===== src/hdl/cma_pkg.sv =====
// Shared types and constants for the centered moving average unit.
package cma_pkg;

    // Configuration register indexes.
    localparam logic CFG_HALF_WIDTH = 1'b0;
    localparam logic CFG_RECIPROCAL = 1'b1;

    // Register field widths and reset values.
    localparam int HW_FIELD_BITS = 5;
    localparam int RECIP_BITS = 17;
    localparam int CFG_DATA_BITS = 17;
    localparam logic [RECIP_BITS-1:0] RECIP_RESET = 17'd21845;

    // Fraction bits of the reciprocal.
    localparam int FRAC_BITS = 16;

    // Depth of the result queue in front of the output channel.
    localparam int OUT_FIFO_DEPTH = 8;

    // Tag that travels with every result word.
    typedef struct packed {
        logic averaged;
        logic frame_last;
    } res_tag_t;

    // Control bits of one token in the datapath.
    typedef struct packed {
        logic     is_input;
        logic     frame_end;
        logic     sub_en;
        logic     emit;
        res_tag_t tag;
    } tok_flags_t;

endpackage


===== src/hdl/centered_moving_average_unit.sv =====
// Top level of the centered moving average unit.
//
// Channel   Dir  Handshake          Word contents
// s_*       in   s_tvalid/s_tready  tdata: sample; tlast: frame_end
// m_*       out  m_tvalid/m_tready  tdata: value; tuser: averaged; tlast: frame_last
// cfg_*     in   cfg_wr_en          cfg_addr: register index; cfg_wr_data: value
//
// One sample is accepted every cycle while no flush runs and the result queue has credit;
// the delay memory takes one write and two reads a cycle. A frame end with k pending outputs
// holds the input while the single flush read port drains them, one word a cycle while credit lasts.
// A result word passes the memory read, sum, product and output registers into the result queue.
// Reset is synchronous; the delay memory is not cleared and needs no clearing pass.
// An eight-word result queue with credit accounting absorbs output stalls.
module centered_moving_average_unit #(
    parameter int MAX_HALF_WIDTH = 16,
    parameter int SAMPLE_BITS = 16
) (
    input  logic                                   aclk,
    input  logic                                   aresetn,
    // Input stream.
    input  logic                                   s_tvalid,
    output logic                                   s_tready,
    input  logic [((SAMPLE_BITS+7)/8)*8-1:0]       s_tdata,   // [SAMPLE_BITS-1:0] sample
    input  logic                                   s_tlast,
    // Result stream.
    output logic                                   m_tvalid,
    input  logic                                   m_tready,
    output logic [((SAMPLE_BITS+7)/8)*8-1:0]       m_tdata,   // [SAMPLE_BITS-1:0] value
    output logic                                   m_tuser,   // [0] averaged
    output logic                                   m_tlast,
    // Configuration write port.
    input  logic                                   cfg_wr_en,
    input  logic                                   cfg_addr,
    input  logic [cma_pkg::CFG_DATA_BITS-1:0]      cfg_wr_data
);

    localparam int DEPTH = 2 * MAX_HALF_WIDTH + 2;
    localparam int ADDR_BITS = $clog2(DEPTH);
    localparam int HW_BITS = $clog2(MAX_HALF_WIDTH + 1);
    localparam int CNT_BITS = $clog2(2 * MAX_HALF_WIDTH + 2);
    localparam int SUM_BITS = SAMPLE_BITS + $clog2(2 * MAX_HALF_WIDTH + 1);
    localparam int TDATA_BITS = ((SAMPLE_BITS + 7) / 8) * 8;
    localparam int FIFO_DEPTH = cma_pkg::OUT_FIFO_DEPTH;
    localparam int CRED_BITS = $clog2(FIFO_DEPTH + 1);
    localparam int RES_BITS = SAMPLE_BITS + $bits(cma_pkg::res_tag_t);

    // Address of the entry written k samples before the one at base.
    function automatic logic [ADDR_BITS-1:0] addr_back(input logic [ADDR_BITS-1:0] base,
                                                       input logic [ADDR_BITS:0] k);
        logic [ADDR_BITS:0] d;
        d = {1'b0, base} - k;
        if (d[ADDR_BITS]) begin
            d = d + (ADDR_BITS + 1)'(DEPTH);
        end
        return d[ADDR_BITS-1:0];
    endfunction

    // Configuration registers.
    logic [HW_BITS-1:0]                 hw_reg;
    logic [cma_pkg::RECIP_BITS-1:0]     recip_reg;
    logic                               cfg_hw_wr;
    logic [cma_pkg::HW_FIELD_BITS-1:0]  cfg_hw_field;

    // Issue stage.
    logic                               s_fire;
    logic                               credit_ok;
    logic                               flush_issue;
    logic                               tok_valid;
    cma_pkg::tok_flags_t                tok_flags;
    logic                               flush_start;
    logic [CNT_BITS:0]                  w_c;
    logic [CNT_BITS:0]                  two_w;
    logic [CNT_BITS:0]                  j_c;
    logic                               in_emit;
    logic                               in_avg;
    logic                               in_sub;
    logic [SAMPLE_BITS-1:0]             s_sample;
    logic [CNT_BITS-1:0]                count_reg;
    logic [ADDR_BITS-1:0]               wp_reg;
    logic                               flush_active_reg;
    logic [HW_BITS-1:0]                 flush_idx_reg;
    logic [ADDR_BITS-1:0]               flush_base_reg;
    logic [CRED_BITS-1:0]               reserved_reg;
    logic [CRED_BITS-1:0]               reserved_next;
    logic [ADDR_BITS-1:0]               rd_a_addr;
    logic [ADDR_BITS-1:0]               rd_b_addr;

    // Delay memory and its read data.
    logic [SAMPLE_BITS-1:0]             dly_mem [DEPTH];
    logic [SAMPLE_BITS-1:0]             rd_a_reg;
    logic [SAMPLE_BITS-1:0]             rd_b_reg;

    // Sum stage.
    logic                               p1_valid_reg;
    cma_pkg::tok_flags_t                p1_flags_reg;
    logic [SAMPLE_BITS-1:0]             p1_sample_reg;
    logic signed [SUM_BITS-1:0]         sum_reg;
    logic signed [SUM_BITS-1:0]         sum_next;

    // Mean stage input registers.
    logic                               p2_valid_reg;
    logic signed [SUM_BITS-1:0]         p2_sum_reg;
    logic [SAMPLE_BITS-1:0]             p2_value_reg;
    cma_pkg::res_tag_t                  p2_tag_reg;

    // Results.
    logic                               res_valid;
    logic [SAMPLE_BITS-1:0]             res_value;
    cma_pkg::res_tag_t                  res_tag;
    logic                               m_fire;
    logic [RES_BITS-1:0]                head_word;
    logic [CRED_BITS-1:0]               fifo_level;

    // Configuration writes; an oversize half width is clamped.
    assign cfg_hw_wr = cfg_wr_en && (cfg_addr == cma_pkg::CFG_HALF_WIDTH);
    assign cfg_hw_field = cfg_wr_data[cma_pkg::HW_FIELD_BITS-1:0];

    always_ff @(posedge aclk) begin
        if (!aresetn) begin
            hw_reg <= HW_BITS'(1);
            recip_reg <= cma_pkg::RECIP_RESET;
        end else if (cfg_wr_en) begin
            unique case (cfg_addr)
                cma_pkg::CFG_HALF_WIDTH: begin
                    hw_reg <= (cfg_hw_field > cma_pkg::HW_FIELD_BITS'(MAX_HALF_WIDTH))
                              ? HW_BITS'(MAX_HALF_WIDTH) : HW_BITS'(cfg_hw_field);
                end
                cma_pkg::CFG_RECIPROCAL: begin
                    recip_reg <= cfg_wr_data[cma_pkg::RECIP_BITS-1:0];
                end
                default: begin
                end
            endcase
        end
    end

    // Handshake and credit check against the result queue.
    assign credit_ok = reserved_reg < CRED_BITS'(FIFO_DEPTH);
    assign s_tready = !flush_active_reg && credit_ok;
    assign s_fire = s_tvalid && s_tready;
    assign flush_issue = flush_active_reg && credit_ok;
    assign tok_valid = s_fire || flush_issue;
    assign s_sample = s_tdata[SAMPLE_BITS-1:0];

    // Position of the new sample within its frame.
    assign w_c = (CNT_BITS + 1)'(hw_reg);
    assign two_w = w_c << 1;
    assign j_c = (CNT_BITS + 1)'(count_reg);
    assign in_emit = j_c >= w_c;
    assign in_avg = j_c >= two_w;
    assign in_sub = j_c > two_w;
    assign flush_start = s_tlast && !(in_emit && (hw_reg == '0));

    // Token flags and read addresses for this cycle.
    always_comb begin
        if (flush_active_reg) begin
            tok_flags.is_input = 1'b0;
            tok_flags.frame_end = 1'b0;
            tok_flags.sub_en = 1'b0;
            tok_flags.emit = 1'b1;
            tok_flags.tag.averaged = 1'b0;
            tok_flags.tag.frame_last = (flush_idx_reg == '0);
            rd_b_addr = addr_back(flush_base_reg, (ADDR_BITS + 1)'(flush_idx_reg));
        end else begin
            tok_flags.is_input = 1'b1;
            tok_flags.frame_end = s_tlast;
            tok_flags.sub_en = in_sub;
            tok_flags.emit = in_emit;
            tok_flags.tag.averaged = in_avg;
            tok_flags.tag.frame_last = s_tlast && (hw_reg == '0);
            rd_b_addr = addr_back(wp_reg, (ADDR_BITS + 1)'(hw_reg));
        end
        rd_a_addr = addr_back(wp_reg, (ADDR_BITS + 1)'(two_w + 1'b1));
    end

    // Frame counter, write pointer and flush sequencer.
    always_ff @(posedge aclk) begin
        if (!aresetn) begin
            count_reg <= '0;
            wp_reg <= '0;
            flush_active_reg <= 1'b0;
            flush_idx_reg <= '0;
            flush_base_reg <= '0;
        end else begin
            if (cfg_hw_wr) begin
                count_reg <= '0;
            end else if (s_fire) begin
                if (s_tlast) begin
                    count_reg <= '0;
                end else if (count_reg != '1) begin
                    count_reg <= count_reg + 1'b1;
                end
            end
            if (s_fire) begin
                wp_reg <= (wp_reg == ADDR_BITS'(DEPTH - 1)) ? '0 : wp_reg + 1'b1;
            end
            if (s_fire && flush_start) begin
                flush_active_reg <= 1'b1;
                flush_base_reg <= wp_reg;
                flush_idx_reg <= in_emit ? hw_reg - 1'b1 : count_reg[HW_BITS-1:0];
            end else if (flush_issue) begin
                if (flush_idx_reg == '0) begin
                    flush_active_reg <= 1'b0;
                end else begin
                    flush_idx_reg <= flush_idx_reg - 1'b1;
                end
            end
        end
    end

    // Credits: result words issued and not yet taken by the output side.
    assign m_fire = m_tvalid && m_tready;
    assign reserved_next = reserved_reg + CRED_BITS'(tok_valid && tok_flags.emit)
                           - CRED_BITS'(m_fire);

    always_ff @(posedge aclk) begin
        if (!aresetn) begin
            reserved_reg <= '0;
        end else begin
            reserved_reg <= reserved_next;
        end
    end

    // Delay memory: one write port, two registered read ports.
    always_ff @(posedge aclk) begin
        if (s_fire) begin
            dly_mem[wp_reg] <= s_sample;
        end
        rd_a_reg <= dly_mem[rd_a_addr];
        rd_b_reg <= dly_mem[rd_b_addr];
    end

    // Token registers alongside the memory read.
    always_ff @(posedge aclk) begin
        if (!aresetn) begin
            p1_valid_reg <= 1'b0;
        end else begin
            p1_valid_reg <= tok_valid;
        end
        p1_flags_reg <= tok_flags;
        p1_sample_reg <= s_sample;
    end

    // Running window sum: add the new sample, drop the oldest one.
    assign sum_next = sum_reg + SUM_BITS'($signed(p1_sample_reg))
                      - (p1_flags_reg.sub_en ? SUM_BITS'($signed(rd_a_reg))
                                             : SUM_BITS'(0));

    always_ff @(posedge aclk) begin
        if (!aresetn) begin
            sum_reg <= '0;
        end else if (cfg_hw_wr) begin
            sum_reg <= '0;
        end else if (p1_valid_reg && p1_flags_reg.is_input) begin
            sum_reg <= p1_flags_reg.frame_end ? '0 : sum_next;
        end
    end

    always_ff @(posedge aclk) begin
        if (!aresetn) begin
            p2_valid_reg <= 1'b0;
        end else begin
            p2_valid_reg <= p1_valid_reg && p1_flags_reg.emit;
        end
        p2_sum_reg <= sum_next;
        p2_value_reg <= rd_b_reg;
        p2_tag_reg <= p1_flags_reg.tag;
    end

    cma_mean #(
        .SAMPLE_BITS (SAMPLE_BITS),
        .SUM_BITS    (SUM_BITS)
    ) u_mean (
        .aclk      (aclk),
        .aresetn   (aresetn),
        .in_valid  (p2_valid_reg),
        .in_sum    (p2_sum_reg),
        .in_value  (p2_value_reg),
        .in_tag    (p2_tag_reg),
        .recip     (recip_reg),
        .out_valid (res_valid),
        .out_value (res_value),
        .out_tag   (res_tag)
    );

    cma_out_fifo #(
        .WIDTH (RES_BITS),
        .DEPTH (FIFO_DEPTH)
    ) u_out_fifo (
        .aclk      (aclk),
        .aresetn   (aresetn),
        .push      (res_valid),
        .push_data ({res_tag, res_value}),
        .pop       (m_fire),
        .out_valid (m_tvalid),
        .out_data  (head_word),
        .level     (fifo_level)
    );

    // Output word fields.
    assign m_tdata = TDATA_BITS'(head_word[SAMPLE_BITS-1:0]);
    assign m_tuser = head_word[SAMPLE_BITS + 1];
    assign m_tlast = head_word[SAMPLE_BITS];

`ifndef SYNTH
    // Credits never exceed the queue depth.
    assert property (@(posedge aclk) disable iff (!aresetn)
        reserved_reg <= CRED_BITS'(FIFO_DEPTH))
        else $error("credit count exceeds result queue depth");

    // Every queued word was reserved at issue.
    assert property (@(posedge aclk) disable iff (!aresetn)
        fifo_level <= reserved_reg)
        else $error("result queue holds unreserved words");

    // A frame end with pending outputs starts the flush.
    assert property (@(posedge aclk) disable iff (!aresetn)
        (s_fire && flush_start) |=> flush_active_reg)
        else $error("flush not started after frame end");

    // Flush tokens leave the window sum alone.
    assert property (@(posedge aclk) disable iff (!aresetn)
        (p1_valid_reg && !p1_flags_reg.is_input && !cfg_wr_en) |=> $stable(sum_reg))
        else $error("window sum changed by a flush token");
`endif

endmodule


===== src/hdl/cma_mean.sv =====
// Window mean: multiply by the reciprocal, round to nearest and saturate; other words pass through.
module cma_mean #(
    parameter int SAMPLE_BITS = 16,
    parameter int SUM_BITS = 22
) (
    input  logic                                aclk,
    input  logic                                aresetn,
    input  logic                                in_valid,
    input  logic signed [SUM_BITS-1:0]          in_sum,
    input  logic [SAMPLE_BITS-1:0]              in_value,
    input  cma_pkg::res_tag_t                   in_tag,
    input  logic [cma_pkg::RECIP_BITS-1:0]      recip,
    output logic                                out_valid,
    output logic [SAMPLE_BITS-1:0]              out_value,
    output cma_pkg::res_tag_t                   out_tag
);

    localparam int PROD_BITS = SUM_BITS + cma_pkg::RECIP_BITS + 1;
    localparam int RND_BITS = PROD_BITS + 1;
    localparam logic signed [RND_BITS-1:0] SAT_HI =
        RND_BITS'((64'sd1 <<< (SAMPLE_BITS - 1)) - 64'sd1);
    localparam logic signed [RND_BITS-1:0] SAT_LO = -SAT_HI - RND_BITS'(1);
    localparam logic signed [RND_BITS-1:0] HALF_LSB =
        RND_BITS'(64'sd1 <<< (cma_pkg::FRAC_BITS - 1));

    logic                         p_valid_reg;
    logic signed [PROD_BITS-1:0]  prod_reg;
    logic signed [PROD_BITS-1:0]  prod_next;
    logic [SAMPLE_BITS-1:0]       p_value_reg;
    cma_pkg::res_tag_t            p_tag_reg;
    logic signed [RND_BITS-1:0]   rnd;
    logic [SAMPLE_BITS-1:0]       sat_value;
    logic                         out_valid_reg;
    logic [SAMPLE_BITS-1:0]       out_value_reg;
    cma_pkg::res_tag_t            out_tag_reg;

    // Signed sum times the unsigned reciprocal.
    assign prod_next = in_sum * $signed({1'b0, recip});

    always_ff @(posedge aclk) begin
        if (!aresetn) begin
            p_valid_reg <= 1'b0;
        end else begin
            p_valid_reg <= in_valid;
        end
        prod_reg <= prod_next;
        p_value_reg <= in_value;
        p_tag_reg <= in_tag;
    end

    // Round half up, then clamp to the sample range.
    always_comb begin
        rnd = (RND_BITS'(prod_reg) + HALF_LSB) >>> cma_pkg::FRAC_BITS;
        if (rnd > SAT_HI) begin
            sat_value = SAT_HI[SAMPLE_BITS-1:0];
        end else if (rnd < SAT_LO) begin
            sat_value = SAT_LO[SAMPLE_BITS-1:0];
        end else begin
            sat_value = rnd[SAMPLE_BITS-1:0];
        end
    end

    always_ff @(posedge aclk) begin
        if (!aresetn) begin
            out_valid_reg <= 1'b0;
        end else begin
            out_valid_reg <= p_valid_reg;
        end
        out_value_reg <= p_tag_reg.averaged ? sat_value : p_value_reg;
        out_tag_reg <= p_tag_reg;
    end

    assign out_valid = out_valid_reg;
    assign out_value = out_value_reg;
    assign out_tag = out_tag_reg;

endmodule


===== src/hdl/cma_out_fifo.sv =====
// Result queue that decouples the datapath from output stalls.
module cma_out_fifo #(
    parameter int WIDTH = 18,
    parameter int DEPTH = 8
) (
    input  logic                       aclk,
    input  logic                       aresetn,
    input  logic                       push,
    input  logic [WIDTH-1:0]           push_data,
    input  logic                       pop,
    output logic                       out_valid,
    output logic [WIDTH-1:0]           out_data,
    output logic [$clog2(DEPTH+1)-1:0] level
);

    localparam int PTR_BITS = $clog2(DEPTH);
    localparam int LVL_BITS = $clog2(DEPTH + 1);

    logic [WIDTH-1:0]    entry_reg [DEPTH];
    logic [PTR_BITS-1:0] wr_ptr_reg;
    logic [PTR_BITS-1:0] rd_ptr_reg;
    logic [LVL_BITS-1:0] level_reg;
    logic                do_pop;

    assign do_pop = pop && (level_reg != '0);

    // Storage; pushes are never issued to a full queue.
    always_ff @(posedge aclk) begin
        if (push) begin
            entry_reg[wr_ptr_reg] <= push_data;
        end
    end

    // Pointers and fill level.
    always_ff @(posedge aclk) begin
        if (!aresetn) begin
            wr_ptr_reg <= '0;
            rd_ptr_reg <= '0;
            level_reg <= '0;
        end else begin
            if (push) begin
                wr_ptr_reg <= (wr_ptr_reg == PTR_BITS'(DEPTH - 1)) ? '0
                                                                   : wr_ptr_reg + 1'b1;
            end
            if (do_pop) begin
                rd_ptr_reg <= (rd_ptr_reg == PTR_BITS'(DEPTH - 1)) ? '0
                                                                   : rd_ptr_reg + 1'b1;
            end
            level_reg <= level_reg + LVL_BITS'(push) - LVL_BITS'(do_pop);
        end
    end

    assign out_valid = (level_reg != '0);
    assign out_data = entry_reg[rd_ptr_reg];
    assign level = level_reg;

endmodule


===== config.mk =====
export PLATFORM = sky130hd
export DESIGN_NAME = centered_moving_average_unit
export DESIGN_NICKNAME = d
export VERILOG_FILES = /design/src/hdl/cma_pkg.sv /design/src/hdl/centered_moving_average_unit.sv /design/src/hdl/cma_mean.sv /design/src/hdl/cma_out_fifo.sv
export SDC_FILE = /design/constraint.sdc
export NUM_CORES = 2
export LEC_CHECK = 0
export ABC_AREA = 1
export CAP_MARGIN = 0
export CORE_MARGIN = 2
export CORE_UTILIZATION = 36
export CTS_CLUSTER_DIAMETER = 120
export DETAILED_ROUTE_END_ITERATION = 6
export DONT_BUFFER_PORTS = 1
export SYNTH_ARGS = -nofsm -noshare
export SYNTH_HDL_FRONTEND = slang
export SYNTH_SLANG_ARGS = --single-unit

===== constraint.sdc =====
create_clock -name aclk -period 6.8 [get_ports aclk]
set_input_delay 1.36 -clock aclk [delete_from_list [all_inputs] [get_ports aclk]]
set_output_delay 1.36 -clock aclk [all_outputs]
set_load 0.005 [all_outputs]

==> key figures <==
Clock tree
  • Clock slew seen by the registers of the worst setup and hold paths: approximately 0.060 ns
  • CTS Root Cell: clkbuf_16
  • Postcts setup bufs: 0
  • Number of gates resized after cts: 0
  • Clock tree buffer depth: 3
  • H-tree Lvls: 3
  • Post-CTS Hold Buffers: 0
  • TritonCTS clock tree: done
  • Clock sink count: around 930
  • Skew-Pair Late Insertion Delay: between 0.7 and 0.8 ns
  • Inserted Clock Buffers: 102

Synth
  • Synth warn: 0
  • Share of flip-flops with an asynchronous set or reset: 0
  • Largest family of logic cells by synthesized area: simple AND/OR/NAND/NOR gates
  • Syn_nets: 7407
  • Post-Synthesis Cell Area: 59600 µm²
  • Area contributors post-synth: edfxtp_1, fa_1, nand2_1
  • #FFs+latches synth: slightly above 900
  • Post-synth top area share: 0.346
  • EDFF count, synth: a little under 700
  • Syn avg cell area: approximately 8.8 µm²
  • Post-synthesis mux area share: 0.0240
  • Synth Area in Simple Gates: 0.226
  • Post-Synth Adder-Cell Area: 0.167
  • XOR/XNOR Fraction of Synth Area: 0.0118
  • Synth Flop Type: edfxtp_1
  • Sequential area share after synthesis: 0.428
  • Count of cell types in the netlist: 50
  • Post-synthesis compound-gate area fraction: 0.0521
  • Post-synth top area cell: edfxtp_1
  • Synth Instances: slightly below 7000

Floorplan
  • DIE AREA: 169000 µm²
  • Row cnt: roughly 150
  • CORE AREA: 165000 µm²
  • Initial Util: 0.362
  • Die W: around 410 µm
  • Die height: ~410 µm
  • # IOs: 60

Setup path
  • Crit path max fanout: 16
  • Flop-to-flop setup slack: around 0.63 ns
  • FF-to-FF path depth: 21
  • R2r endpoint: u_mean.prod_reg[26]
  • Worst path required time: between 7 and 8 ns
  • CP endpoint kind: register
  • Critical path arrival: about 6.8 ns
  • Worst r2r src: recip_reg[7]
  • Kind of critical path: register to register
  • CP Launch Type: register

Timing
  • RSZ-0062 raised after global routing: false
  • Final Skew: roughly 0.082 ns
  • Slew margin rel.: 0.118
  • Pin slew with the least headroom to its limit: 1.32 ns
  • Final Hold Slack: 0.326 ns
  • Post-route minimum period: a little over 6 ns
  • Max Slew Vio Count: 0
  • Sum of negative setup slack: 0 ns
  • Finish-stage setup viols: 0
  • Hold Vio Cnt, Final: 0
  • Maximum clock frequency: ~160 MHz
  • Tcrit/Tclk final: 0.908

Placed design
  • Detailed Place HPWL: 117 mm
  • Placed insts: 8741
  • Routability cong.: ~0.94
  • Port Buffers: 0

Drt
  • Routed Antenna Nets: 0
  • DRT Pass-1 Iters: 6
  • DRC Markers: 0
  • Via count: 47000
  • Routed WL per cell: around 21 µm
  • 1st-iter DRT viols: about 4600
  • Drt via density: 5.26
  • Drt total wl: between 150 and 200 mm

Global route
  • Initial antenna violation count: 0
  • Met3 Use GR: 0.0360
  • Pin count of the biggest net entering global routing: 178
  • Vias in the first global route: 47200
  • Grt ovf: 0
  • Met1 Use GR: 0.267
  • Total Routing Usage GR: 0.214
  • Most Crowded Layer GR: met2
  • GRT met2 Usage: 0.360
  • First-pass GRT wire length: approximately 280 mm

Final layout
  • Max reg flops: about 540
  • # nets final: a little over 7000
  • Final Util: 0.397
  • Non-filler cells, final: roughly 8900
  • Area Overhead vs Synth: 9.78%
  • Share of layout cells above drive strength 1: 0.0654

Min path
  • Hold path endpoint: u_mean.p_value_reg[13]
  • Hold Path Class: register to register
  • Hold Crit Depth: 0
  • Hold path start: p2_value_reg[13]

Status
  • Run status: completed

Job
  • MaxCap Viol Count: 0
[per-layer routing]
layer	up-vias	share of wire
li1	21700	-
met1	22900	0.39
met2	1934	0.48
met3	463	0.079
met4	0	0.048
met5	-	0
[area by class of cell]
cell class	instances	area [µm²]
antenna	1	2.50
clock buffer	134	2850
clock inverter	56	584
fill	16300	99300
inverter	1040	3910
multi-input combinational	4466	28900
sequential	932	25500
tap	2189	2740
timing repair buffer	114	956
[worst max-delay path: stages (launching register included)]
cell and delay [ns]:
dfxtp_1 0.86, buf_4 0.25, nand2_1 0.05, inv_1 0.10, fa_1 0.42, inv_1 0.09, fa_1 0.44, fa_1 0.52
inv_1 0.05, fa_1 0.49, fa_1 0.49, inv_1 0.05, fa_1 0.47, inv_1 0.04, ha_1 0.35, nand2_1 0.12
nor2_1 0.16, inv_1 0.09, nor4_1 0.50, a21oi_1 0.21, o21ai_0 0.22, xor2_1 0.16
[placed cells by master (no fill, tap or decap), types with 25 or more instances in the layout]
cell,count
buf_4,106
xor2_1,53
edfxtp_1,688
nor2_2,25
mux2_2,110
a21oi_1,130
nor3_1,28
fa_1,395
nor2_1,643
nand2_1,1442
inv_1,1028
a31oi_1,28
o21ai_0,330
nand4_1,102
ha_1,165
nand3b_1,118
dfxtp_1,242
clkbuf_16,106
nand3_1,732
[per-stage QoR]
step | instance area (µm²) | setup WS, ns
floorplan | 59600 | 1.09
global placement | 62000 | 0.688
detailed placement | 62000 | 0.661
CTS | 65500 | 0.640
global route | 65500 | 0.308
finish | 65500 | 0.627
[how the worst max path moves through the flow]
stage | endpoint | cells after the start | slack, ns | startpoint
finish | u_mean.prod_reg[26] | 21 | 0.63 | recip_reg[7]
detailed placement | u_mean.prod_reg[23] | 20 | 0.66 | p2_sum_reg[6]
global placement | u_mean.prod_reg[23] | 20 | 0.69 | recip_reg[7]
global route | u_mean.prod_reg[39] | 21 | 0.31 | recip_reg[7]
CTS | u_mean.prod_reg[23] | 20 | 0.64 | p2_sum_reg[6]
floorplan | u_mean.prod_reg[38] | 20 | 1.09 | p2_sum_reg[21]
[cells by family (layout without fill, tap and decap cells)]
family | after synthesis | after routing
DFF | 932 | 932
muxes | 129 | 129
adders and majority gates | 560 | 560
other | 0 | 1
AOI/OAI and AO/OA | 577 | 577
buffers and inverters | 1409 | 1344
and+or+nand+nor | 3123 | 3123
xor gates and xnor gates | 77 | 77
[Yosys cell counts, types with 7 or more instances]
cell type     n
a31oi_1      28
nor2_1      668
nand3_1     734
o21ai_1      10
nor3_1       28
xnor2_1      19
a211oi_1     14
nand2_1    1447
edfxtp_1    688
buf_1        17
ha_1        165
o211ai_1     17
buf_4         9
nand3b_1    118
xor2_1       54
nand4_1     102
inv_1      1028
clkbuf_1    276
dfxtp_1     244
mux2_2      110
o21ai_0     331
o22ai_1      19
mux2i_1      17
buf_2        66
fa_1        395
clkinv_1      7
a21o_1       11
a21oi_1     130
Power is left out: the tool's default activity adds up to more than one toggle a clock period on the data nets, which glitch-free logic cannot reach.
